## src/rtl/core/grhsv_pkg.sv

```systemverilog
// ----------------------------------------------------------------------------
// grhsv_pkg
// Shared constants and controller/datapath command types.
// ----------------------------------------------------------------------------
`default_nettype none

package grhsv_pkg;

   localparam int CSR_INDEX_BITS = 2;
   localparam int CSR_DATA_BITS  = 16;

   localparam logic [CSR_INDEX_BITS-1:0] CSR_HUE_SEED = 2'd0;
   localparam logic [CSR_INDEX_BITS-1:0] CSR_HUE_STEP = 2'd1;

   // golden-ratio conjugate as a 16-bit fraction of one turn
   localparam logic [CSR_DATA_BITS-1:0] HUE_STEP_RESET = 16'd40503;

   typedef enum logic [2:0] {
      OP_IDLE,
      OP_ACCEPT,
      OP_HUE,
      OP_MUL_SF,
      OP_MUL,
      OP_ROUND,
      OP_DIV,
      OP_FIX
   } op_type;

   typedef enum logic [1:0] {
      CHAN_P,
      CHAN_Q,
      CHAN_T
   } chan_type;

   typedef struct packed {
      op_type   op;
      chan_type chan;
      logic     load_out;
   } cmd_type;

   typedef struct packed {
      logic out_free;
   } status_type;

endpackage

`default_nettype wire

```

## src/rtl/core/grhsv_if.sv

```systemverilog
// ----------------------------------------------------------------------------
// grhsv request and response channels
// Valid/ready channels carrying one request and one colour result.
// ----------------------------------------------------------------------------
`default_nettype none

interface grhsv_req_if;
   logic       valid;
   logic       ready;
   logic [7:0] saturation;
   logic [7:0] value_level;
   logic [7:0] alpha_level;

   modport source (output valid, output saturation, output value_level,
                   output alpha_level, input ready);
   modport sink   (input valid, input saturation, input value_level,
                   input alpha_level, output ready);
endinterface

interface grhsv_rsp_if;
   logic        valid;
   logic        ready;
   logic [31:0] color_abgr;
   logic [15:0] hue_used;

   modport source (output valid, output color_abgr, output hue_used, input ready);
   modport sink   (input valid, input color_abgr, input hue_used, output ready);
endinterface

`default_nettype wire

```

## src/rtl/core/grhsv_ctrl.sv

```systemverilog
// ----------------------------------------------------------------------------
// grhsv_ctrl
// Sequencer: steps one request through hue update, products, rounding and division.
// ----------------------------------------------------------------------------
`default_nettype none

module grhsv_ctrl (
   input  wire logic                 clock,
   input  wire logic                 reset,
   input  wire logic                 req_valid,
   output logic                      req_ready,
   input  wire grhsv_pkg::status_type status,
   output grhsv_pkg::cmd_type        cmd
);

   typedef enum logic [2:0] {
      ST_IDLE,
      ST_HUE,
      ST_SF,
      ST_MUL,
      ST_RND,
      ST_DIV,
      ST_FIX,
      ST_LOAD
   } state_type;

   state_type           state_ff, state_in;
   grhsv_pkg::chan_type chan_ff, chan_in;
   grhsv_pkg::chan_type chan_next;

   assign req_ready = (state_ff == ST_IDLE);

   always_comb begin
      unique case (chan_ff)
         grhsv_pkg::CHAN_P: chan_next = grhsv_pkg::CHAN_Q;
         grhsv_pkg::CHAN_Q: chan_next = grhsv_pkg::CHAN_T;
         default:           chan_next = grhsv_pkg::CHAN_P;
      endcase
   end

   always_comb begin
      state_in     = state_ff;
      chan_in      = chan_ff;
      cmd.op       = grhsv_pkg::OP_IDLE;
      cmd.chan     = chan_ff;
      cmd.load_out = 1'b0;
      unique case (state_ff)
         ST_IDLE: begin
            if (req_valid) begin
               cmd.op   = grhsv_pkg::OP_ACCEPT;
               state_in = ST_HUE;
            end
         end
         ST_HUE: begin
            cmd.op   = grhsv_pkg::OP_HUE;
            state_in = ST_SF;
         end
         ST_SF: begin
            cmd.op   = grhsv_pkg::OP_MUL_SF;
            chan_in  = grhsv_pkg::CHAN_P;
            state_in = ST_MUL;
         end
         ST_MUL: begin
            cmd.op   = grhsv_pkg::OP_MUL;
            state_in = ST_RND;
         end
         ST_RND: begin
            cmd.op   = grhsv_pkg::OP_ROUND;
            state_in = ST_DIV;
         end
         ST_DIV: begin
            cmd.op   = grhsv_pkg::OP_DIV;
            state_in = ST_FIX;
         end
         ST_FIX: begin
            cmd.op = grhsv_pkg::OP_FIX;
            if (chan_ff == grhsv_pkg::CHAN_T) begin
               state_in = ST_LOAD;
            end else begin
               chan_in  = chan_next;
               state_in = ST_MUL;
            end
         end
         ST_LOAD: begin
            // hold until the output register can take the colour
            if (status.out_free) begin
               cmd.load_out = 1'b1;
               state_in     = ST_IDLE;
            end
         end
         default: state_in = ST_IDLE;
      endcase
   end

   always_ff @(posedge clock) begin
      if (reset) begin
         state_ff <= ST_IDLE;
         chan_ff  <= grhsv_pkg::CHAN_P;
      end else begin
         state_ff <= state_in;
         chan_ff  <= chan_in;
      end
   end

endmodule

`default_nettype wire

```

## src/rtl/core/grhsv_datapath.sv

```systemverilog
// ----------------------------------------------------------------------------
// grhsv_datapath
// Hue accumulator, shared multiplier, divide-by-255 rounding, output register.
// ----------------------------------------------------------------------------
`default_nettype none

module grhsv_datapath #(
   parameter int HUE_BITS = 16
) (
   input  wire logic                                   clock,
   input  wire logic                                   reset,
   input  wire grhsv_pkg::cmd_type                     cmd,
   output grhsv_pkg::status_type                       status,
   input  wire logic                                   csr_we,
   input  wire logic [grhsv_pkg::CSR_INDEX_BITS-1:0]   csr_index,
   input  wire logic [grhsv_pkg::CSR_DATA_BITS-1:0]    csr_wdata,
   input  wire logic [7:0]                             req_saturation,
   input  wire logic [7:0]                             req_value_level,
   input  wire logic [7:0]                             req_alpha_level,
   output logic                                        rsp_valid,
   input  wire logic                                   rsp_ready,
   output logic [31:0]                                 rsp_color_abgr,
   output logic [15:0]                                 rsp_hue_used
);

   localparam int B          = HUE_BITS;
   localparam int UP_SHIFT   = (B >= 16) ? B - 16 : 0;
   localparam int DOWN_SHIFT = (B < 16) ? 16 - B : 0;

   localparam logic [B+7:0]  FULL_SCALE = {8'd255, {B{1'b0}}};
   localparam logic [B+16:0] ROUND_BIAS = (B+17)'(255) << (B - 1);

   localparam logic [2:0] SEC_RED_YELLOW    = 3'd0;
   localparam logic [2:0] SEC_YELLOW_GREEN  = 3'd1;
   localparam logic [2:0] SEC_GREEN_CYAN    = 3'd2;
   localparam logic [2:0] SEC_CYAN_BLUE     = 3'd3;
   localparam logic [2:0] SEC_BLUE_MAGENTA  = 3'd4;

   function automatic logic [B-1:0] to_hue(input logic [15:0] x);
      logic [B+15:0] w;
      w = (B+16)'(x);
      w = (w << UP_SHIFT) >> DOWN_SHIFT;
      return w[B-1:0];
   endfunction

   function automatic logic [15:0] to_16(input logic [B-1:0] h);
      logic [B+15:0] w;
      w = (B+16)'(h);
      w = (w << DOWN_SHIFT) >> UP_SHIFT;
      return w[15:0];
   endfunction

   logic [B-1:0]   acc_ff, acc_in;
   logic [B-1:0]   step_ff, step_in;
   logic [7:0]     sat_ff, val_ff, alpha_ff;
   logic [2:0]     sector_ff;
   logic [B-1:0]   frac_ff;
   logic [B+7:0]   sf_ff;
   logic [B+15:0]  prod_ff;
   logic [16:0]    x_ff;
   logic [7:0]     q0_ff;
   logic [7:0]     chan_p_ff, chan_q_ff, chan_t_ff;
   logic           rsp_valid_ff, rsp_valid_in;
   logic [31:0]    color_ff;
   logic [15:0]    hue_ff;

   logic [B+2:0]   hue6;
   logic [B+7:0]   x_p, x_q, x_t;
   logic [7:0]     mul_a;
   logic [B+7:0]   mul_b;
   logic [B+15:0]  mul_out;
   logic [B+16:0]  biased;
   logic [24:0]    x257;
   logic [15:0]    q0_255;
   logic [16:0]    rem;
   logic [7:0]     quot;
   logic [7:0]     red, green, blue;

   assign hue6 = (B+3)'({acc_ff, 1'b0}) + (B+3)'({acc_ff, 2'b0});

   // channel numerators over 255 * 2^B
   assign x_p = {8'd255 - sat_ff, {B{1'b0}}};
   assign x_q = FULL_SCALE - sf_ff;
   assign x_t = x_p + sf_ff;

   always_comb begin
      if (cmd.op == grhsv_pkg::OP_MUL_SF) begin
         mul_a = sat_ff;
         mul_b = (B+8)'(frac_ff);
      end else begin
         mul_a = val_ff;
         case (cmd.chan)
            grhsv_pkg::CHAN_P: mul_b = x_p;
            grhsv_pkg::CHAN_Q: mul_b = x_q;
            default:           mul_b = x_t;
         endcase
      end
   end

   assign mul_out = (B+16)'(mul_a) * (B+16)'(mul_b);

   // round to nearest: add half a unit, then drop the hue scale
   assign biased = (B+17)'(prod_ff) + ROUND_BIAS;

   // divide by 255: reciprocal estimate, then one correction step
   assign x257   = (25)'({x_ff, 8'b0}) + (25)'(x_ff);
   assign q0_255 = {q0_ff, 8'b0} - (16)'(q0_ff);
   assign rem    = x_ff - (17)'(q0_255);
   assign quot   = (rem >= 17'd255) ? q0_ff + 8'd1 : q0_ff;

   always_comb begin
      case (sector_ff)
         SEC_RED_YELLOW:   begin red = val_ff;    green = chan_t_ff; blue = chan_p_ff; end
         SEC_YELLOW_GREEN: begin red = chan_q_ff; green = val_ff;    blue = chan_p_ff; end
         SEC_GREEN_CYAN:   begin red = chan_p_ff; green = val_ff;    blue = chan_t_ff; end
         SEC_CYAN_BLUE:    begin red = chan_p_ff; green = chan_q_ff; blue = val_ff;    end
         SEC_BLUE_MAGENTA: begin red = chan_t_ff; green = chan_p_ff; blue = val_ff;    end
         default:          begin red = val_ff;    green = chan_p_ff; blue = chan_q_ff; end
      endcase
   end

   always_comb begin
      acc_in  = acc_ff;
      step_in = step_ff;
      if (cmd.op == grhsv_pkg::OP_ACCEPT) begin
         acc_in = acc_ff + step_ff;
      end
      if (csr_we) begin
         case (csr_index)
            grhsv_pkg::CSR_HUE_SEED: acc_in  = to_hue(csr_wdata);
            grhsv_pkg::CSR_HUE_STEP: step_in = to_hue(csr_wdata);
            default: ;
         endcase
      end
   end

   always_comb begin
      rsp_valid_in = rsp_valid_ff;
      if (rsp_valid_ff && rsp_ready) begin
         rsp_valid_in = 1'b0;
      end
      if (cmd.load_out) begin
         rsp_valid_in = 1'b1;
      end
   end

   always_ff @(posedge clock) begin
      if (reset) begin
         acc_ff       <= '0;
         step_ff      <= to_hue(grhsv_pkg::HUE_STEP_RESET);
         rsp_valid_ff <= 1'b0;
      end else begin
         acc_ff       <= acc_in;
         step_ff      <= step_in;
         rsp_valid_ff <= rsp_valid_in;
      end
   end

   always_ff @(posedge clock) begin
      case (cmd.op)
         grhsv_pkg::OP_ACCEPT: begin
            sat_ff   <= req_saturation;
            val_ff   <= req_value_level;
            alpha_ff <= req_alpha_level;
         end
         grhsv_pkg::OP_HUE: begin
            sector_ff <= hue6[B+2:B];
            frac_ff   <= hue6[B-1:0];
         end
         grhsv_pkg::OP_MUL_SF: sf_ff   <= mul_out[B+7:0];
         grhsv_pkg::OP_MUL:    prod_ff <= mul_out;
         grhsv_pkg::OP_ROUND:  x_ff    <= biased[B+16:B];
         grhsv_pkg::OP_DIV:    q0_ff   <= x257[23:16];
         grhsv_pkg::OP_FIX: begin
            case (cmd.chan)
               grhsv_pkg::CHAN_P: chan_p_ff <= quot;
               grhsv_pkg::CHAN_Q: chan_q_ff <= quot;
               default:           chan_t_ff <= quot;
            endcase
         end
         default: ;
      endcase
      if (cmd.load_out) begin
         color_ff <= {alpha_ff, blue, green, red};
         hue_ff   <= to_16(acc_ff);
      end
   end

   assign status.out_free = !rsp_valid_ff || rsp_ready;
   assign rsp_valid       = rsp_valid_ff;
   assign rsp_color_abgr  = color_ff;
   assign rsp_hue_used    = hue_ff;

endmodule

`default_nettype wire

```

## src/rtl/core/golden_ratio_hsv_color_generator.sv

```systemverilog
// ----------------------------------------------------------------------------
// golden_ratio_hsv_color_generator
// Steps a hue accumulator per request and converts HSV to packed ABGR.
// ----------------------------------------------------------------------------
//   channel   direction  handshake      payload
//   req_bus   in         valid/ready    saturation, value_level, alpha_level
//   rsp_bus   out        valid/ready    color_abgr, hue_used
//   csr_*     in         csr_we         csr_index, csr_wdata (hue_seed, hue_step)
//
// After acceptance the sequencer updates the hue, then runs one shared
// multiplier for s*f and for the three channel products, each channel
// product followed by a round and a two-step divide by 255.
// req_ready is high only while the sequencer is idle; a finished colour
// waits in the output register, so the next request is taken meanwhile.
// A stalled response holds the sequencer in its last step until taken.
// Synchronous reset clears the accumulator and loads the default step.
// ----------------------------------------------------------------------------
`default_nettype none

module golden_ratio_hsv_color_generator #(
   parameter int HUE_BITS = 16
) (
   input  wire logic                                 clock,
   input  wire logic                                 reset,
   grhsv_req_if.sink                                 req_bus,
   grhsv_rsp_if.source                               rsp_bus,
   input  wire logic                                 csr_we,
   input  wire logic [grhsv_pkg::CSR_INDEX_BITS-1:0] csr_index,
   input  wire logic [grhsv_pkg::CSR_DATA_BITS-1:0]  csr_wdata
);

   grhsv_pkg::cmd_type    cmd;
   grhsv_pkg::status_type status;
   logic                  req_ready;
   logic                  rsp_valid;
   logic [31:0]           rsp_color_abgr;
   logic [15:0]           rsp_hue_used;

   grhsv_ctrl u_ctrl (
      .clock     (clock),
      .reset     (reset),
      .req_valid (req_bus.valid),
      .req_ready (req_ready),
      .status    (status),
      .cmd       (cmd)
   );

   grhsv_datapath #(
      .HUE_BITS (HUE_BITS)
   ) u_datapath (
      .clock           (clock),
      .reset           (reset),
      .cmd             (cmd),
      .status          (status),
      .csr_we          (csr_we),
      .csr_index       (csr_index),
      .csr_wdata       (csr_wdata),
      .req_saturation  (req_bus.saturation),
      .req_value_level (req_bus.value_level),
      .req_alpha_level (req_bus.alpha_level),
      .rsp_valid       (rsp_valid),
      .rsp_ready       (rsp_bus.ready),
      .rsp_color_abgr  (rsp_color_abgr),
      .rsp_hue_used    (rsp_hue_used)
   );

   assign req_bus.ready      = req_ready;
   assign rsp_bus.valid      = rsp_valid;
   assign rsp_bus.color_abgr = rsp_color_abgr;
   assign rsp_bus.hue_used   = rsp_hue_used;

endmodule

`default_nettype wire

```

## src/flat_wrapper.sv

```systemverilog
// flat-port wrapper written by rule: the top's interface ports become plain ports
module golden_ratio_hsv_color_generator_flat 
#(
   parameter int HUE_BITS = 16
)
  (clock, reset, csr_we, csr_index, csr_wdata, req_bus_valid, req_bus_saturation, req_bus_value_level, req_bus_alpha_level, req_bus_ready, rsp_bus_valid, rsp_bus_color_abgr, rsp_bus_hue_used, rsp_bus_ready);
  grhsv_req_if req_bus_i ();
  grhsv_rsp_if rsp_bus_i ();
  input  wire logic clock;
  input  wire logic reset;
  input  wire logic csr_we;
  input  wire logic [grhsv_pkg::CSR_INDEX_BITS-1:0] csr_index;
  input  wire logic [grhsv_pkg::CSR_DATA_BITS-1:0] csr_wdata;
  input wire logic [$bits(req_bus_i.valid)-1:0] req_bus_valid;
  input wire logic [$bits(req_bus_i.saturation)-1:0] req_bus_saturation;
  input wire logic [$bits(req_bus_i.value_level)-1:0] req_bus_value_level;
  input wire logic [$bits(req_bus_i.alpha_level)-1:0] req_bus_alpha_level;
  output wire logic [$bits(req_bus_i.ready)-1:0] req_bus_ready;
  output wire logic [$bits(rsp_bus_i.valid)-1:0] rsp_bus_valid;
  output wire logic [$bits(rsp_bus_i.color_abgr)-1:0] rsp_bus_color_abgr;
  output wire logic [$bits(rsp_bus_i.hue_used)-1:0] rsp_bus_hue_used;
  input wire logic [$bits(rsp_bus_i.ready)-1:0] rsp_bus_ready;
  assign req_bus_i.valid = req_bus_valid;
  assign req_bus_i.saturation = req_bus_saturation;
  assign req_bus_i.value_level = req_bus_value_level;
  assign req_bus_i.alpha_level = req_bus_alpha_level;
  assign req_bus_ready = req_bus_i.ready;
  assign rsp_bus_valid = rsp_bus_i.valid;
  assign rsp_bus_color_abgr = rsp_bus_i.color_abgr;
  assign rsp_bus_hue_used = rsp_bus_i.hue_used;
  assign rsp_bus_i.ready = rsp_bus_ready;
  golden_ratio_hsv_color_generator #(.HUE_BITS(HUE_BITS)) u_core (.clock(clock), .reset(reset), .req_bus(req_bus_i), .rsp_bus(rsp_bus_i), .csr_we(csr_we), .csr_index(csr_index), .csr_wdata(csr_wdata));
endmodule
```

## config.mk

```make
export PLATFORM = sky130hd
export DESIGN_NAME = golden_ratio_hsv_color_generator_flat
export DESIGN_NICKNAME = d
export VERILOG_FILES = /design/src/rtl/core/grhsv_pkg.sv /design/src/rtl/core/grhsv_if.sv /design/src/rtl/core/grhsv_ctrl.sv /design/src/rtl/core/grhsv_datapath.sv /design/src/rtl/core/golden_ratio_hsv_color_generator.sv /design/src/flat_wrapper.sv
export SDC_FILE = /design/constraint.sdc
export NUM_CORES = 1
export LEC_CHECK = 0
export ABC_AREA = 1
export BUFFER_PORTS_ARGS = -buffer_cell sky130_fd_sc_hd__buf_2
export CORE_MARGIN = 5
export CORE_UTILIZATION = 40
export CTS_BUF_LIST = sky130_fd_sc_hd__clkbuf_4 sky130_fd_sc_hd__clkbuf_8 sky130_fd_sc_hd__clkbuf_16
export DETAILED_ROUTE_END_ITERATION = 12
export HOLD_SLACK_MARGIN = 0.12
export PLACE_DENSITY = 0.56
export SLEW_MARGIN = 20
export SYNTH_ARGS = -nofsm -noshare
export SYNTH_HDL_FRONTEND = slang
export SYNTH_SLANG_ARGS = --single-unit
```

## constraint.sdc

```tcl
create_clock -name clock -period 5.1 [get_ports clock]
set_input_delay 0.51 -clock clock [delete_from_list [all_inputs] [get_ports clock]]
set_output_delay 0.51 -clock clock [all_outputs]
set_load 0.02 [all_outputs]
```

==> out/metrics.yaml <==
clock_network:
  cts_root_buffer: "clkbuf_16"
  tritoncts: "yes"
  path_clk_slew_ps: 70
  clock_sinks: 218
  cts.htree.levels: 1
  cts_buffers: 27
  insertion_delay_ps: 560
  clock_path_buffers: 3
worst_setup_path:
  timing.rr.start: "u_core.u_ctrl.state_ff[0]"
  crit_arrival_ps: 6100
  r2r_cells: 29
  end_kind: "flop"
  path_class: "reg2reg"
  crit_fanout: 7
  start_kind: "flop"
  slowest_delay_ps: 530
  r2r_setup_slack_ps: -700
  slowest_stage: "fa_1"
  worstPathRequired_ps: 5400
  reg2reg_to: "u_core.u_datapath.prod_ff[24]"
route:
  dr.pass1.iters: 6
  drt_wl_total_mm: 55.8
  vias: 16522
  drt_iter0_markers: 1181
  wl_per_cell_microns: 17.2
  drc: 0
  final_antenna_net_count: 0
  viasPerCell: 5.09
floorplanning:
  die-area_sq_um: 50500
  core_sq_um: 45500
  fp-row-count: 78
  die_x_microns: 225
  die_y_microns: 225
  io_pins: 97
  initial_utilization: 0.406
timing:
  rsz0062_at_grt: "true"
  final-hold-violation-count: 0
  skew_ps: 21.0
  setup_viol: 35
  fin_tns_setup_ps: -18670
  maxSlewHeadroom: 0.314
  fin_ws_ps: -703
  max_freq_ghz: 0.172
  min_period_over_period: 1.14
  tightestPinTransition_ps: 1020
  holdWs_ps: 144
  fin_crit_ps: 5800
  final-max-slew-violation-count: 0
finish:
  design_area_sq_um: 25400
  fin_nets: 2932
  layout-drive-gt1-share: 0.308
  areaGrowthSynthToFinish_pct: 37.6
logic_synthesis:
  yosysTopAreaCell: "edfxtp_1"
  syn_avg_cell_area_sq_um: 8.44
  synth_flop_cell: "edfxtp_1"
  yosysTopAreaCellShare: 0.293
  seq_area_frac_synth: 0.334
  synth.distinct_cells: 54
  synth_area_sq_um: 18500
  yosys_warnings: 0
  synthCells: 2186
  yosys-top-cells-area: "edfxtp_1 (29%), fa_1 (15%), nand2_1 (8.4%)"
  synth-async-reset-ratio: 0
  synth_edf_count: 180
  synth_seq_cells: 218
  syn_nets: 2492
  synth_most_common_cell: "nand2_1"
  yosys-top-cells-count: "nand2_1 (415), inv_1 (347), nor2_1 (300)"
grt:
  grt_use_total: 0.217
  gr-total-overflow: 0
  antenna_found_initial: 0
  grt_max_degree: 49
  grt_pass1_wl_mm: 89.1
  grt_pass1_vias: 16803
run_status:
  status: "finished with violations"
  violations: "negative setup slack"
place:
  postPlaceCellArea_sq_um: 22100
  gp_congestion: 0.912
  port-buffer-count: 96
  dp.final_hpwl_mm: 42.9
hold_path:
  min_to: "u_core.u_datapath.val_ff[0]"
  min_path_cells: 1
  hold_class: "in2reg"
  hold_start: "req_bus_value_level[0]"
run:
  cap_violations: 0
-- through the flow --
step / instances / setup WS (ps) / util
2_1_floorplan: 2186 / -255 / -
3_3_place_gp: 3109 / -765 / 0.487
4_1_cts: 3222 / -647 / 0.542
6_report: 3248 / -703 / 0.558
5_1_grt: 3247 / -921 / 0.558
3_5_place_dp: 3109 / -847 / 0.487
-- routing by layer --
layer | track usage | vias to the layer above | wire (microns)
met4 | 0.0558 | 0 | 1550
li1 | - | 8027 | -
met2 | 0.377 | 400 | 27300
met3 | 0.0214 | 98 | 2420
met5 | 0 | - | 0
met1 | 0.292 | 7997 | 24500
-- how the worst max path moves through the flow --
stage / startpoint / to / cells past startpoint
after floorplan: u_core.u_ctrl.state_ff[0] / u_core.u_datapath.prod_ff[26] / 32
after global placement: u_core.u_ctrl.state_ff[0] / u_core.u_datapath.prod_ff[29] / 23
after detailed placement: u_core.u_ctrl.state_ff[0] / u_core.u_datapath.prod_ff[29] / 23
after CTS: u_core.u_ctrl.state_ff[1] / u_core.u_datapath.prod_ff[27] / 26
after global routing: u_core.u_ctrl.state_ff[0] / u_core.u_datapath.prod_ff[24] / 29
final: u_core.u_ctrl.state_ff[0] / u_core.u_datapath.prod_ff[24] / 29
-- flip-flops by register name, summed over array words and instances (netlist names), 3 cells and up --
name,count
u_core.u_datapath.val_ff,8
u_core.u_datapath.rsp_color_abgr,32
u_core.u_datapath.chan_p_ff,8
u_core.u_datapath.sat_ff,8
u_core.u_datapath.step_ff,16
u_core.u_datapath.x_ff,17
u_core.u_datapath.sf_ff,24
u_core.u_datapath.acc_ff,16
u_core.u_datapath.chan_t_ff,8
u_core.u_datapath.alpha_ff,8
u_core.u_ctrl.state_ff,3
u_core.u_datapath.sector_ff,3
u_core.u_datapath.chan_q_ff,8
u_core.u_datapath.q0_ff,8
u_core.u_datapath.rsp_hue_used,16
u_core.u_datapath.prod_ff,17
u_core.u_datapath.frac_ff,15
-- worst max-delay path, delay by kind of cell (launching register included) --
kind                     cells  cell delay [ps]
adder cells (fa/ha/maj)      6             2470
buffers and inverters       10             1050
AND/OR/NAND/NOR              8              910
AO/OA/AOI/OAI                4              560
XOR/XNOR                     1              150
flip-flops                   1              380
-- cell type report --
class                   instances  area [sq um]
well taps                     600           751
inverters                     362          1390
fillers                      4051         20100
diodes                          1          2.50
clock inverters                14           154
multi-input cells            1573         12600
clock buffers                  36           787
flip-flops and latches        218          6170
repair buffers                444          3520
-- logic make-up after synthesis --
| family | count (synthesis) | share of synthesized area |
|---|---|---|
| AOI/OAI and AO/OA | 321 | 0.106 |
| buffers and inverters | 396 | 0.0830 |
| adders and majority gates | 259 | 0.231 |
| xor gates and xnor gates | 98 | 0.0465 |
| DFF | 218 | 0.334 |
| and+or+nand+nor | 894 | 0.200 |
-- cell usage in the layout (no fill, tap or decap), types with 86 or more instances in the layout --
| cell | Yosys | routed |
|---|---|---|
| a21oi_1 | 143 | 109 |
| buf_2 | 15 | 96 |
| buf_4 | 1 | 293 |
| edfxtp_1 | 180 | 180 |
| fa_1 | 136 | 127 |
| ha_1 | 123 | 91 |
| inv_1 | 347 | 320 |
| nand2_1 | 415 | 376 |
| nand3_1 | 100 | 86 |
| nor2_1 | 300 | 230 |
-- repair_timing --
item,in CTS,in global routing
pin swaps,109,82
endpoints found under the hold margin,8,0
gates cloned,3,2
hold buffers,8,0
resized for setup,214,119
setup endpoints to repair,35,36
setup buffers,65,28
Power is left out: the tool's default activity adds up to more than one toggle a clock period on the data nets, which glitch-free logic cannot reach.
